==> src/rtl/kl_pkg.sv <==
// Shared types, constants and helper functions for the keyword lexer.
// Used by every module of the block; depends on nothing.
package kl_pkg;

    localparam int OFFSET_WIDTH = 16;
    localparam int LINE_WIDTH   = 16;
    localparam int FIELD_WIDTH  = 16;

    localparam int Q_DEPTH = 4;
    localparam int Q_AW    = $clog2(Q_DEPTH);

    localparam logic [4:0] KIND_LPAREN = 5'd0;
    localparam logic [4:0] KIND_RPAREN = 5'd1;
    localparam logic [4:0] KIND_LBRACE = 5'd2;
    localparam logic [4:0] KIND_RBRACE = 5'd3;
    localparam logic [4:0] KIND_SEMI   = 5'd4;
    localparam logic [4:0] KIND_PLUS   = 5'd5;
    localparam logic [4:0] KIND_MINUS  = 5'd6;
    localparam logic [4:0] KIND_STAR   = 5'd7;
    localparam logic [4:0] KIND_SLASH  = 5'd8;
    localparam logic [4:0] KIND_ASSIGN = 5'd9;
    localparam logic [4:0] KIND_EQ     = 5'd10;
    localparam logic [4:0] KIND_LT     = 5'd11;
    localparam logic [4:0] KIND_LE     = 5'd12;
    localparam logic [4:0] KIND_GT     = 5'd13;
    localparam logic [4:0] KIND_GE     = 5'd14;
    localparam logic [4:0] KIND_NUMBER = 5'd15;
    localparam logic [4:0] KIND_IDENT  = 5'd16;
    localparam logic [4:0] KIND_KW0    = 5'd17;
    localparam logic [4:0] KIND_EOF    = 5'd24;
    localparam logic [4:0] KIND_ERROR  = 5'd25;

    localparam logic [7:0] CH_LPAREN  = 8'h28;
    localparam logic [7:0] CH_RPAREN  = 8'h29;
    localparam logic [7:0] CH_LBRACE  = 8'h7B;
    localparam logic [7:0] CH_RBRACE  = 8'h7D;
    localparam logic [7:0] CH_SEMI    = 8'h3B;
    localparam logic [7:0] CH_PLUS    = 8'h2B;
    localparam logic [7:0] CH_MINUS   = 8'h2D;
    localparam logic [7:0] CH_STAR    = 8'h2A;
    localparam logic [7:0] CH_SLASH   = 8'h2F;
    localparam logic [7:0] CH_EQUAL   = 8'h3D;
    localparam logic [7:0] CH_LESS    = 8'h3C;
    localparam logic [7:0] CH_GREATER = 8'h3E;
    localparam logic [7:0] CH_SPACE   = 8'h20;
    localparam logic [7:0] CH_TAB     = 8'h09;
    localparam logic [7:0] CH_CR      = 8'h0D;
    localparam logic [7:0] CH_NEWLINE = 8'h0A;

    localparam int KW_COUNT = 7;
    localparam logic [39:0] KW_TEXT [KW_COUNT] = '{
        40'h00_006C_6574,
        40'h70_7269_6E74,
        40'h00_0000_6966,
        40'h00_656C_7365,
        40'h77_6869_6C65,
        40'h00_7472_7565,
        40'h66_616C_7365
    };

    typedef struct packed {
        logic [7:0] ch;
        logic       end_of_source;
    } item_t;

    typedef struct packed {
        logic [4:0]             token_kind;
        logic [FIELD_WIDTH-1:0] token_start;
        logic [FIELD_WIDTH-1:0] token_length;
        logic [FIELD_WIDTH-1:0] token_line;
        logic [7:0]             bad_char;
        logic                   last_in_run;
    } result_t;

    // All results caused by one input character.
    typedef struct packed {
        logic    two;
        result_t tok0;
        result_t tok1;
    } entry_t;

    function automatic logic is_digit(input logic [7:0] c);
        return (c >= 8'h30) && (c <= 8'h39);
    endfunction

    function automatic logic is_alpha(input logic [7:0] c);
        return ((c >= 8'h61) && (c <= 8'h7A)) || ((c >= 8'h41) && (c <= 8'h5A));
    endfunction

    function automatic logic [FIELD_WIDTH-1:0] len_sat(input logic [OFFSET_WIDTH-1:0] v);
        logic [FIELD_WIDTH-1:0] res;
        if (v > OFFSET_WIDTH'({FIELD_WIDTH{1'b1}})) begin
            res = '1;
        end
        else begin
            res = FIELD_WIDTH'(v);
        end
        return res;
    endfunction

    function automatic logic [4:0] ident_kind(input logic [39:0] text, input logic overlong);
        logic [4:0] kind;
        kind = KIND_IDENT;
        if (!overlong) begin
            for (int i = 0; i < KW_COUNT; i++) begin
                if (text == KW_TEXT[i] && kind == KIND_IDENT) begin
                    kind = KIND_KW0 + 5'(i);
                end
            end
        end
        return kind;
    endfunction

endpackage

==> src/rtl/keyword_lexer_unit.sv <==
// Top level of the keyword lexer: queue-style character input, queue-style
// token output and a start-line write port. Depends on kl_pkg, kl_front,
// kl_queue and kl_back.
//
// The lexer accepts one character (or the end marker) every cycle while the
// queue is not full, and gives at most one token per cycle. A character's
// results pass through the queue and the back end's hold register before
// they reach the output. A character that closes a pending token and also
// forms a token of its own gives two tokens, which the output gives one at a
// time; a four-group queue between the scanner and the output absorbs such
// bursts and output stalls before full rises. Writing cfg_data loads the line
// counter at once; write it only while the lexer is idle.
module keyword_lexer_unit (
    input  logic             clk,
    input  logic             rst_n,
    input  logic             push,
    output logic             full,
    input  kl_pkg::item_t    item,
    output logic             empty,
    input  logic             pop,
    output kl_pkg::result_t  result,
    input  logic             cfg_valid,
    output logic             cfg_ready,
    input  logic [15:0]      cfg_data
);

    logic            accept;
    logic            entry_valid;
    kl_pkg::entry_t  entry;
    logic            q_valid, q_pop;
    kl_pkg::entry_t  q_data;

    assign cfg_ready = 1'b1;
    assign accept    = push && !full;

    kl_front u_front (
        .clk         (clk),
        .rst_n       (rst_n),
        .accept      (accept),
        .item        (item),
        .cfg_we      (cfg_valid && cfg_ready),
        .cfg_data    (cfg_data),
        .entry_valid (entry_valid),
        .entry       (entry)
    );

    kl_queue u_queue (
        .clk      (clk),
        .rst_n    (rst_n),
        .wr_en    (entry_valid),
        .wr_data  (entry),
        .full     (full),
        .rd_en    (q_pop),
        .rd_valid (q_valid),
        .rd_data  (q_data)
    );

    kl_back u_back (
        .clk     (clk),
        .rst_n   (rst_n),
        .q_valid (q_valid),
        .q_data  (q_data),
        .q_pop   (q_pop),
        .empty   (empty),
        .pop     (pop),
        .result  (result)
    );

endmodule

==> src/rtl/kl_front.sv <==
// Front end of the keyword lexer: holds the scanner state, classifies each
// character and forms the one or two results it causes. Depends on kl_pkg.
module kl_front (
    input  logic                 clk,
    input  logic                 rst_n,
    input  logic                 accept,
    input  kl_pkg::item_t        item,
    input  logic                 cfg_we,
    input  logic [15:0]          cfg_data,
    output logic                 entry_valid,
    output kl_pkg::entry_t       entry
);

    typedef enum logic [2:0] {
        PC_NONE,
        PC_NUM,
        PC_IDENT,
        PC_EQ,
        PC_LT,
        PC_GT
    } pend_t;

    pend_t                            pend_reg, pend_next;
    logic [kl_pkg::OFFSET_WIDTH-1:0]  pos_reg, pos_next;
    logic [kl_pkg::OFFSET_WIDTH-1:0]  start_reg, start_next;
    logic [kl_pkg::LINE_WIDTH-1:0]    line_reg, line_next;
    logic [39:0]                      prefix_reg, prefix_next;
    logic                             over_reg, over_next;

    logic [7:0]                       c;
    logic [kl_pkg::OFFSET_WIDTH-1:0]  pos_adv;
    logic                             do_flush, do_gen;
    logic                             fl_valid, gen_valid, merged_valid;
    kl_pkg::result_t                  fl_tok, gen_tok, merged_tok, first_tok;

    assign c       = item.ch;
    assign pos_adv = (pos_reg == '1) ? pos_reg : pos_reg + 1'b1;

    always_comb
    begin
        pend_next    = pend_reg;
        pos_next     = pos_reg;
        start_next   = start_reg;
        line_next    = line_reg;
        prefix_next  = prefix_reg;
        over_next    = over_reg;
        do_flush     = 1'b0;
        do_gen       = 1'b0;
        merged_valid = 1'b0;
        gen_valid    = 1'b0;

        gen_tok              = '0;
        gen_tok.token_start  = kl_pkg::FIELD_WIDTH'(pos_reg);
        gen_tok.token_length = kl_pkg::FIELD_WIDTH'(1);
        gen_tok.token_line   = kl_pkg::FIELD_WIDTH'(line_reg);
        gen_tok.last_in_run  = 1'b1;

        merged_tok              = '0;
        merged_tok.token_start  = kl_pkg::FIELD_WIDTH'(start_reg);
        merged_tok.token_length = kl_pkg::len_sat(pos_adv - start_reg);
        merged_tok.token_line   = kl_pkg::FIELD_WIDTH'(line_reg);
        merged_tok.last_in_run  = 1'b1;
        unique case (pend_reg)
            PC_LT:   merged_tok.token_kind = kl_pkg::KIND_LE;
            PC_GT:   merged_tok.token_kind = kl_pkg::KIND_GE;
            default: merged_tok.token_kind = kl_pkg::KIND_EQ;
        endcase

        if (item.end_of_source) begin
            do_flush             = 1'b1;
            gen_valid            = 1'b1;
            gen_tok.token_kind   = kl_pkg::KIND_EOF;
            gen_tok.token_length = '0;
        end
        else begin
            unique case (pend_reg) inside
                PC_EQ, PC_LT, PC_GT:
                begin
                    if (c == kl_pkg::CH_EQUAL) begin
                        merged_valid = 1'b1;
                        pos_next     = pos_adv;
                        pend_next    = PC_NONE;
                    end
                    else begin
                        do_flush = 1'b1;
                        do_gen   = 1'b1;
                    end
                end
                PC_NUM:
                begin
                    if (kl_pkg::is_digit(c)) begin
                        pos_next = pos_adv;
                    end
                    else begin
                        do_flush = 1'b1;
                        do_gen   = 1'b1;
                    end
                end
                PC_IDENT:
                begin
                    if (kl_pkg::is_digit(c) || kl_pkg::is_alpha(c)) begin
                        if (prefix_reg[39:32] != 8'h00) begin
                            over_next = 1'b1;
                        end
                        else begin
                            prefix_next = {prefix_reg[31:0], c};
                        end
                        pos_next = pos_adv;
                    end
                    else begin
                        do_flush = 1'b1;
                        do_gen   = 1'b1;
                    end
                end
                default: do_gen = 1'b1;
            endcase
        end

        if (do_flush) begin
            pend_next = PC_NONE;
        end

        if (do_gen) begin
            pos_next  = pos_adv;
            pend_next = PC_NONE;
            gen_valid = 1'b1;
            unique case (c) inside
                kl_pkg::CH_LPAREN:  gen_tok.token_kind = kl_pkg::KIND_LPAREN;
                kl_pkg::CH_RPAREN:  gen_tok.token_kind = kl_pkg::KIND_RPAREN;
                kl_pkg::CH_LBRACE:  gen_tok.token_kind = kl_pkg::KIND_LBRACE;
                kl_pkg::CH_RBRACE:  gen_tok.token_kind = kl_pkg::KIND_RBRACE;
                kl_pkg::CH_SEMI:    gen_tok.token_kind = kl_pkg::KIND_SEMI;
                kl_pkg::CH_PLUS:    gen_tok.token_kind = kl_pkg::KIND_PLUS;
                kl_pkg::CH_MINUS:   gen_tok.token_kind = kl_pkg::KIND_MINUS;
                kl_pkg::CH_STAR:    gen_tok.token_kind = kl_pkg::KIND_STAR;
                kl_pkg::CH_SLASH:   gen_tok.token_kind = kl_pkg::KIND_SLASH;
                kl_pkg::CH_EQUAL:
                begin
                    gen_valid  = 1'b0;
                    pend_next  = PC_EQ;
                    start_next = pos_reg;
                end
                kl_pkg::CH_LESS:
                begin
                    gen_valid  = 1'b0;
                    pend_next  = PC_LT;
                    start_next = pos_reg;
                end
                kl_pkg::CH_GREATER:
                begin
                    gen_valid  = 1'b0;
                    pend_next  = PC_GT;
                    start_next = pos_reg;
                end
                kl_pkg::CH_SPACE, kl_pkg::CH_CR, kl_pkg::CH_TAB:
                begin
                    gen_valid = 1'b0;
                end
                kl_pkg::CH_NEWLINE:
                begin
                    gen_valid = 1'b0;
                    line_next = (line_reg == '1) ? line_reg : line_reg + 1'b1;
                end
                default:
                begin
                    if (kl_pkg::is_digit(c)) begin
                        gen_valid  = 1'b0;
                        pend_next  = PC_NUM;
                        start_next = pos_reg;
                    end
                    else if (kl_pkg::is_alpha(c)) begin
                        gen_valid   = 1'b0;
                        pend_next   = PC_IDENT;
                        start_next  = pos_reg;
                        prefix_next = {32'h0, c};
                        over_next   = 1'b0;
                    end
                    else begin
                        gen_tok.token_kind = kl_pkg::KIND_ERROR;
                        gen_tok.bad_char   = c;
                    end
                end
            endcase
        end
    end

    always_comb
    begin
        fl_valid             = do_flush && (pend_reg != PC_NONE);
        fl_tok               = '0;
        fl_tok.token_start   = kl_pkg::FIELD_WIDTH'(start_reg);
        fl_tok.token_length  = kl_pkg::FIELD_WIDTH'(1);
        fl_tok.token_line    = kl_pkg::FIELD_WIDTH'(line_reg);
        fl_tok.last_in_run   = !gen_valid;
        unique case (pend_reg)
            PC_NUM:
            begin
                fl_tok.token_kind   = kl_pkg::KIND_NUMBER;
                fl_tok.token_length = kl_pkg::len_sat(pos_reg - start_reg);
            end
            PC_IDENT:
            begin
                fl_tok.token_kind   = kl_pkg::ident_kind(prefix_reg, over_reg);
                fl_tok.token_length = kl_pkg::len_sat(pos_reg - start_reg);
            end
            PC_LT:   fl_tok.token_kind = kl_pkg::KIND_LT;
            PC_GT:   fl_tok.token_kind = kl_pkg::KIND_GT;
            default: fl_tok.token_kind = kl_pkg::KIND_ASSIGN;
        endcase

        if (merged_valid) begin
            first_tok = merged_tok;
        end
        else if (fl_valid) begin
            first_tok = fl_tok;
        end
        else begin
            first_tok = gen_tok;
        end

        entry_valid = accept && (merged_valid || fl_valid || gen_valid);
        entry.two   = fl_valid && gen_valid;
        entry.tok0  = first_tok;
        entry.tok1  = gen_tok;
    end

    always_ff @(posedge clk or negedge rst_n)
    begin
        if (!rst_n) begin
            pend_reg   <= PC_NONE;
            pos_reg    <= '0;
            start_reg  <= '0;
            line_reg   <= kl_pkg::LINE_WIDTH'(1);
            prefix_reg <= '0;
            over_reg   <= 1'b0;
        end
        else if (cfg_we) begin
            line_reg <= kl_pkg::LINE_WIDTH'(cfg_data);
        end
        else if (accept) begin
            pend_reg   <= pend_next;
            pos_reg    <= pos_next;
            start_reg  <= start_next;
            line_reg   <= line_next;
            prefix_reg <= prefix_next;
            over_reg   <= over_next;
        end
    end

`ifndef SYNTH
    // The end marker, when taken without a start-line write, leaves nothing pending.
    a_eos_clears: assert property (@(posedge clk) disable iff (!rst_n)
        (accept && item.end_of_source && !cfg_we) |=> (pend_reg == PC_NONE))
        else $error("pending token survived end marker");

    // A pair of results is only ever a flushed token followed by a fresh one.
    a_two_last: assert property (@(posedge clk) disable iff (!rst_n)
        (entry_valid && entry.two) |-> (!entry.tok0.last_in_run && entry.tok1.last_in_run))
        else $error("bad last marker in result pair");
`endif

endmodule

==> src/rtl/kl_queue.sv <==
// Short queue of result groups between the lexer front and back ends.
// Depends on kl_pkg for the entry type and depth.
module kl_queue (
    input  logic            clk,
    input  logic            rst_n,
    input  logic            wr_en,
    input  kl_pkg::entry_t  wr_data,
    output logic            full,
    input  logic            rd_en,
    output logic            rd_valid,
    output kl_pkg::entry_t  rd_data
);

    kl_pkg::entry_t           mem [kl_pkg::Q_DEPTH];
    logic [kl_pkg::Q_AW-1:0]  wr_ptr_reg, rd_ptr_reg;
    logic [kl_pkg::Q_AW:0]    count_reg, count_next;

    assign full     = (count_reg == (kl_pkg::Q_AW+1)'(kl_pkg::Q_DEPTH));
    assign rd_valid = (count_reg != '0);
    assign rd_data  = mem[rd_ptr_reg];

    always_comb
    begin
        count_next = count_reg;
        if (wr_en && !(rd_en && rd_valid)) begin
            count_next = count_reg + 1'b1;
        end
        else if (!wr_en && rd_en && rd_valid) begin
            count_next = count_reg - 1'b1;
        end
    end

    always_ff @(posedge clk)
    begin
        if (wr_en) begin
            mem[wr_ptr_reg] <= wr_data;
        end
    end

    always_ff @(posedge clk or negedge rst_n)
    begin
        if (!rst_n) begin
            wr_ptr_reg <= '0;
            rd_ptr_reg <= '0;
            count_reg  <= '0;
        end
        else begin
            if (wr_en) begin
                wr_ptr_reg <= (wr_ptr_reg == kl_pkg::Q_AW'(kl_pkg::Q_DEPTH - 1)) ?
                              '0 : wr_ptr_reg + 1'b1;
            end
            if (rd_en && rd_valid) begin
                rd_ptr_reg <= (rd_ptr_reg == kl_pkg::Q_AW'(kl_pkg::Q_DEPTH - 1)) ?
                              '0 : rd_ptr_reg + 1'b1;
            end
            count_reg <= count_next;
        end
    end

`ifndef SYNTH
    a_no_overflow: assert property (@(posedge clk) disable iff (!rst_n)
        wr_en |-> !full)
        else $error("request written into full queue");

    a_count_range: assert property (@(posedge clk) disable iff (!rst_n)
        count_reg <= (kl_pkg::Q_AW+1)'(kl_pkg::Q_DEPTH))
        else $error("queue count out of range");
`endif

endmodule

==> src/rtl/kl_back.sv <==
// Back end of the keyword lexer: takes result groups from the queue and
// presents their results one at a time to the output. Depends on kl_pkg.
module kl_back (
    input  logic             clk,
    input  logic             rst_n,
    input  logic             q_valid,
    input  kl_pkg::entry_t   q_data,
    output logic             q_pop,
    output logic             empty,
    input  logic             pop,
    output kl_pkg::result_t  result
);

    logic            hold_valid_reg;
    kl_pkg::entry_t  hold_reg;
    logic            sel_reg;
    logic            taken, consume, load;

    assign empty   = !hold_valid_reg;
    assign result  = sel_reg ? hold_reg.tok1 : hold_reg.tok0;
    assign taken   = pop && hold_valid_reg;
    assign consume = taken && (sel_reg || !hold_reg.two);
    assign load    = q_valid && (!hold_valid_reg || consume);
    assign q_pop   = load;

    always_ff @(posedge clk)
    begin
        if (load) begin
            hold_reg <= q_data;
        end
    end

    always_ff @(posedge clk or negedge rst_n)
    begin
        if (!rst_n) begin
            hold_valid_reg <= 1'b0;
            sel_reg        <= 1'b0;
        end
        else if (load) begin
            hold_valid_reg <= 1'b1;
            sel_reg        <= 1'b0;
        end
        else if (consume) begin
            hold_valid_reg <= 1'b0;
            sel_reg        <= 1'b0;
        end
        else if (taken) begin
            sel_reg <= 1'b1;
        end
    end

`ifndef SYNTH
    a_sel_pair: assert property (@(posedge clk) disable iff (!rst_n)
        sel_reg |-> (hold_valid_reg && hold_reg.two))
        else $error("second result selected from a single-result group");
`endif

endmodule
==> config.mk <==
export PLATFORM = sky130hd
export DESIGN_NAME = keyword_lexer_unit
export DESIGN_NICKNAME = d
export VERILOG_FILES = /design/src/rtl/kl_pkg.sv /design/src/rtl/keyword_lexer_unit.sv /design/src/rtl/kl_front.sv /design/src/rtl/kl_queue.sv /design/src/rtl/kl_back.sv
export SDC_FILE = /design/constraint.sdc
export NUM_CORES = 1
export LEC_CHECK = 0
export BUFFER_PORTS_ARGS = -buffer_cell sky130_fd_sc_hd__buf_2
export CAP_MARGIN = 20
export CORE_ASPECT_RATIO = 0.75
export CORE_MARGIN = 5
export CORE_UTILIZATION = 45
export CTS_CLUSTER_DIAMETER = 40
export CTS_CLUSTER_SIZE = 30
export DETAILED_ROUTE_END_ITERATION = 7
export GPL_ROUTABILITY_DRIVEN = 1
export SLEW_MARGIN = 20
export SYNTH_ARGS = -nofsm -noshare
export SYNTH_HDL_FRONTEND = slang
export SYNTH_HIERARCHICAL = 1
export SYNTH_SLANG_ARGS = --single-unit
==> constraint.sdc <==
create_clock -name clk -period 7.8 [get_ports clk]
set_clock_uncertainty 0.05 [all_clocks]
set_input_delay 0.78 -clock clk [delete_from_list [all_inputs] [get_ports clk]]
set_output_delay 0.78 -clock clk [all_outputs]
set_load 0.02 [all_outputs]
Word-level counts from Yosys, hierarchy flattened
Memories as Yosys holds them, arrays and structs flattened. A register that Yosys moved wholly into a read port is not among the register bits. Index checks and enable logic that the tools add are counted.

Register bits: 118. RAM bits: 436. Input bits: 30. Output and inout port bits: 65. Logic and storage cells: 237. Memories: 1.

Add/sub/neg operators: 8. $lt $le $gt $ge: 8. Equality and inequality tests: 45. Mux-type cells: 103. Bitwise logic cells: 2. Reductions and logical operators: 57.

Memories: u_queue.mem (depth 4, bits a word 109, read ports 1, clocked after memory_dff 1, wr ports 1, RTL line kl_queue.sv:14) `kl_pkg::entry_t mem [kl_pkg::Q_DEPTH];`.

Operators with widths (number): 2-to-1 mux 40 bit (8); 2-to-1 mux 16 bit (16); 2-to-1 mux 62 bit (3); == test 40 x 39 -> 1 bit (second input constant) (3); 2-to-1 mux 5 bit (23); == test 8 x 6 -> 1 bit (second input constant) (11); == test 40 x 31 -> 1 bit (second input constant) (2); case mux 5 bit (10 select lines) (1); case mux 16 bit (3 select lines) (1); == test 40 x 15 -> 1 bit (second input constant) (1); == test 40 x 23 -> 1 bit (second input constant) (1); adder 16 x 1 -> 16 bit (second input constant) (2); == test 16 bit (second input constant) (2); greater-than comparator 16 bit (second input constant) (2); 2-to-1 mux 8 bit (4); case mux 16 bit (2 select lines) (1); subtractor 16 bit (2); == test 5 bit (second input constant) (6); 2-to-1 mux 1 bit (29); == test 8 x 4 -> 1 bit (second input constant) (3); 2-to-1 mux 3 bit (8); logical AND 1 bit (20); case mux 5 bit (4 select lines) (1); nonzero test 3 bit (6); other kinds (37) (67).

Longest topological paths before layout
Word-level depth: 36. Depth in mapped cells: 19. Mapped depth without buffers: 17.

Hierarchy
The synthesis kept the hierarchy.

Modules (own cells, without submodules): kl_queue (times used 1, cells an instance 708, area each 18497.7 um2, seq. area each 15189.6 um2); kl_front (times used 1, cells an instance 874, area each 7395.8 um2, seq. area each 2303.5 um2); kl_back (times used 1, cells an instance 204, area each 4853.4 um2, seq. area each 3803.6 um2); keyword_lexer_unit (times used 1, cells an instance 3, area each 25.0 um2, seq. area each 0.0 um2).

Worst setup path before layout
OpenSTA, ideal clock, no wires.

Path kind: input to register. Start point: input port item[1] in the netlist's numbering. End point: memory u_queue/mem[2][0] in the netlist's numbering (enable). Arrival time: 5.787 ns. Required time: 7.251 ns. Path slack: 1.464 ns. Stages on the path: 11. Path through: buf_2 -> or4_4 -> o22a_1 -> a22o_1 -> a21oi_2 -> o2bb2ai_2 -> nand2_4 -> o21a_1 -> clkbuf_1 -> clkbuf_1 -> and2_1.

Cells in the longest elaborated chain, start to end: 13. Elaborated cells between the ends (all ways): 49.

Ends and longest elaborated chain: start: declaration (RTL line keyword_lexer_unit.sv:18) `input kl_pkg::item_t item,`; greater-or-equal comparator 8 x 7 -> 1 bit or less-or-equal comparator 8 x 7 -> 1 bit (tied branches) (RTL line kl_pkg.sv:87) `return ((c >= 8'h61) && (c <= 8'h7A)) || ((c >= 8'h41) && (c <= 8'h5A));`; logical AND 1 bit (RTL line kl_pkg.sv:87); logical OR 1 bit (RTL line kl_pkg.sv:87); logical OR 1 bit (RTL line kl_front.sv:101) `if (kl_pkg::is_digit(c) || kl_pkg::is_alpha(c)) begin`; 2-to-1 mux 1 bit (RTL line kl_front.sv:101); case mux 1 bit (3 select lines) (RTL line kl_front.sv:76) `unique case (pend_reg) inside`; 2-to-1 mux 1 bit (RTL line kl_front.sv:69) `if (item.end_of_source) begin`; logical AND 1 bit (RTL line kl_front.sv:189) `fl_valid = do_flush && (pend_reg != PC_NONE);`; logical OR 1 bit (RTL line kl_front.sv:221) `entry_valid = accept && (merged_valid || fl_valid || gen_valid);`; logical OR 1 bit * (RTL line kl_front.sv:221); logical AND 1 bit * (RTL line kl_front.sv:221); named net entry_valid (RTL line keyword_lexer_unit.sv:28) `logic entry_valid;`; 2-to-1 mux 1 bit * (RTL line kl_queue.sv:35) `if (wr_en) begin`; 2-to-1 mux 1 bit (not written as such) * (RTL line kl_queue.sv:36) `mem[wr_ptr_reg] <= wr_data;`; end: declaration (RTL line kl_queue.sv:14).

Mark *: on every way through the listed nets, which the timed path passes. The rest lies on a longest branch.

Worst setup path after layout
Start point: input port item[5] in the netlist's numbering. End point: memory u_queue/mem[2][113] in the netlist's numbering (enable).

Same word-level chain as after synthesis.

==> reports/qor.yml <==
timing:
  rsz0062_at_grt: "no"
  fmax_ghz: 0.193
  layout_setup_ws_ns: 2.62
  drv_slew: 0
  slew_headroom_pct: 27.7
  min_period_over_period_pct: 66.4
  setup-violations-final: 0
  fin_tns_setup_ns: 0
  hold_violations: 0
  worst_pin_slew_ns: 1.07
  layout_min_cycle_time_ns: 5.18
floorplanning:
  row_count: 83
  dieHeight_um: 236
  die_area_mm2: 0.0738
  initial_core_util_pct: 45.2
  core_area_mm2: 0.0681
  die_x_um: 312
  io_pins: 95
placement:
  port_buffers: 93
  pre_cts_ws_ns: 2.07
  placed_area_mm2: 0.0318
  gp_congestion: 0.867
  post-dp-hpwl_mm: 38.8
synth:
  synth_top_area_cell: "edfxtp_1"
  synth-async-reset-ratio_pct: 13.9
  synth_area_mm2: 0.0308
  ys_ff_latch: 726
  yosys_warnings: 6
  synthTopCellsByArea: "edfxtp_1 (61%), mux4_2 (9.1%), dfrtp_1 (8.1%), mux2_4 (2.9%), ha_1 (1.5%)"
  synth-edff-count: 625
  synthFlopType: "edfxtp_1"
  synth_cells: 1789
  yosysSeqAreaShare_pct: 69.2
  avgSynthCellArea_um2: 17.2
  synth_top_cell_area_share_pct: 61.0
  synthDistinctLibCells: 82
detailed_routing:
  num_vias: 15837
  ant_nets: 0
  drt_wl_total_mm: 62.9
  wl_per_cell_um: 22.3
  dr.first_iter.drc_count: 1481
  viasPerCell: 5.60
  drc: 0
  dr.pass1.iters: 5
global_route:
  antenna_found_initial: 1
  grt_usage_pct: 17.0
  grt_pass1_wl_mm: 97.4
  grt_max_degree: 88
  grt_pass1_vias: 15950
  overflow: 0
min_path:
  hold_path.class: "in -> async"
power_and_ir_drop:
  power.switching_w: 0.00452
  pwr-share-comb_pct: 29.1
  ir_worst_vdd_uv: 230
  p_per_area_mw_per_mm2: 404
  clockPowerShare_pct: 28.1
  p_int_w: 0.00945
  netSwitchingFraction_pct: 32.4
  fin_total_pwr_w: 0.0140
  pwr-share-seq_pct: 42.8
  p_leak_nw: 12.0
cts:
  clkSinkCount: 726
  cts_root_buf: "clkbuf_16"
  clk-insertion-delay-late_ns: 0.63
  cts_setup_buffers: 0
  cts_tree: "yes"
  cts_max_level: 3
  cts_resized: 0
  cts_made_buffers: 84
  hold_buffers: 0
  path_clk_slew_ns: 0.06
  cts_buffer_depth: 3
worst_setup_path:
  start_kind: "input port"
  worst_ep_required_time_ns: 8.00
  critPathArrivalTime_ns: 5.38
  crit_path_max_fanout: 87
  critPathCaptureType: "flop"
  worstSetupPathType: "in -> reg"
  rrSetupSlack_ns: 2.63
cells_and_area:
  final_util_pct: 50.8
  drive_gt1_share_pct: 26.1
  final_nets: 1936
  largest_register_ffs: 500
  fin_area_mm2: 0.0346
  antenna_cells: 0
  syn_to_final_growth_pct: 12.5
status:
  outcome: "complete, no violations"
run:
  drv_cap: 0
==> through the flow <==
stage	std cells	hold WS, ns
global route	2827	0.230
CTS	2827	0.179
finish	2827	0.182
floorplan	1803	0.421
detailed placement	2672	0.444
global placement	2672	0.437
==> cell usage after synthesis (all sizes together) (4+ instances only) <==
cell / number
and3: 15
nand3b: 8
o22ai: 13
nor4: 17
dfrtp: 100
or4b: 4
nand3: 42
and2: 24
mux4: 125
a31oi: 6
o31ai: 7
mux2i: 4
buf: 98
clkbuf: 37
inv: 38
or2: 6
xor2: 34
nand2: 77
ha: 37
xnor2: 35
nor2: 60
a21oi: 38
mux2: 87
nand2b: 22
edfxtp: 625
or4: 5
nor2b: 13
or3: 6
o21ai: 61
a22o: 29
nor3: 24
o21a: 10
a21o: 6
nand4: 20
o211ai: 8
==> cell usage in the layout, fill, tap and decap left out, types with 35 or more instances in the layout <==
cell type  instances
nand3_1           40
edfxtp_1         625
clkbuf_16         85
nor2_1            60
nand2_1           76
buf_2             92
dfrtp_1           97
o21ai_0           50
ha_1              37
a21oi_1           36
inv_1             37
mux4_2           125
mux2_4            59
xnor2_1           35
==> logic make-up (layout without fill, tap and decap cells) <==
family / Yosys count / in the layout / share of synthesized area (%)
adder cells (fa/ha/maj): 40 / 40 / 1.70
buffers and inverters: 174 / 306 / 3.21
AND/OR/NAND/NOR: 353 / 353 / 6.12
multiplexers: 216 / 216 / 13.2
other: 3 / 17 / 0.0366
flip-flops: 726 / 726 / 69.2
XOR/XNOR: 69 / 69 / 1.96
AO/OA/AOI/OAI: 208 / 208 / 4.58
==> routing by layer <==
metal  global-route usage (%)  up-vias  wire length (um)
met1                     26.2     8202             30300
met3                     2.92       94              2980
met2                     25.4      415             28400
li1                         -     7126                 -
met4                     4.29        0              1270
met5                        0        -                 0
==> cell type report <==
cell class | instances | area [um2]
Timing Repair Buffer | 112 | 636
Inverter | 39 | 146
Sequential cell | 726 | 21300
Clock buffer | 89 | 2140
Clock inverter | 66 | 711
Fill cell | 5496 | 33500
Tap cell | 892 | 1120
Multi-Input combinational cell | 903 | 8560
==> power groups by stage <==
stage | Clock (W) | Sequential, W | Combinational, W
detailed placement | 0 | 0.00608 | 0.00411
floorplan | 0 | 0.00583 | 0.00320
CTS | 0.00402 | 0.00601 | 0.00412
global route | 0.00419 | 0.00610 | 0.00438
finish | 0.00393 | 0.00598 | 0.00406
global placement | 0 | 0.00603 | 0.00408
==> final timing paths <==
check | startpoint | to | cells past startpoint
setup / recovery | item[5] | u_queue/mem[2][113] | 10
hold reg to reg | u_front/start_reg[6] | u_front/start_reg[6] | 1
setup reg to reg | u_front/pos_reg[6] | u_queue/mem[3][102] | 13
hold / removal | rst_n | u_front/prefix_reg[31] | 1
min in group clk | cfg_data[9] | u_front/line_reg[9] | 3
max in group asynchronous | rst_n | u_queue/rd_ptr_reg[0] | 2
==> worst max-delay path, stage by stage <==
cell	delay (ns)
buf_2	0.20
nor4bb_1	0.94
nand4_1	0.44
a21oi_2	0.35
a21oi_2	0.10
o2bb2ai_2	0.78
nand2_4	0.33
o21a_1	0.49
and2_4	0.47
buf_12	0.29
(Power assumes the default switching activity.)
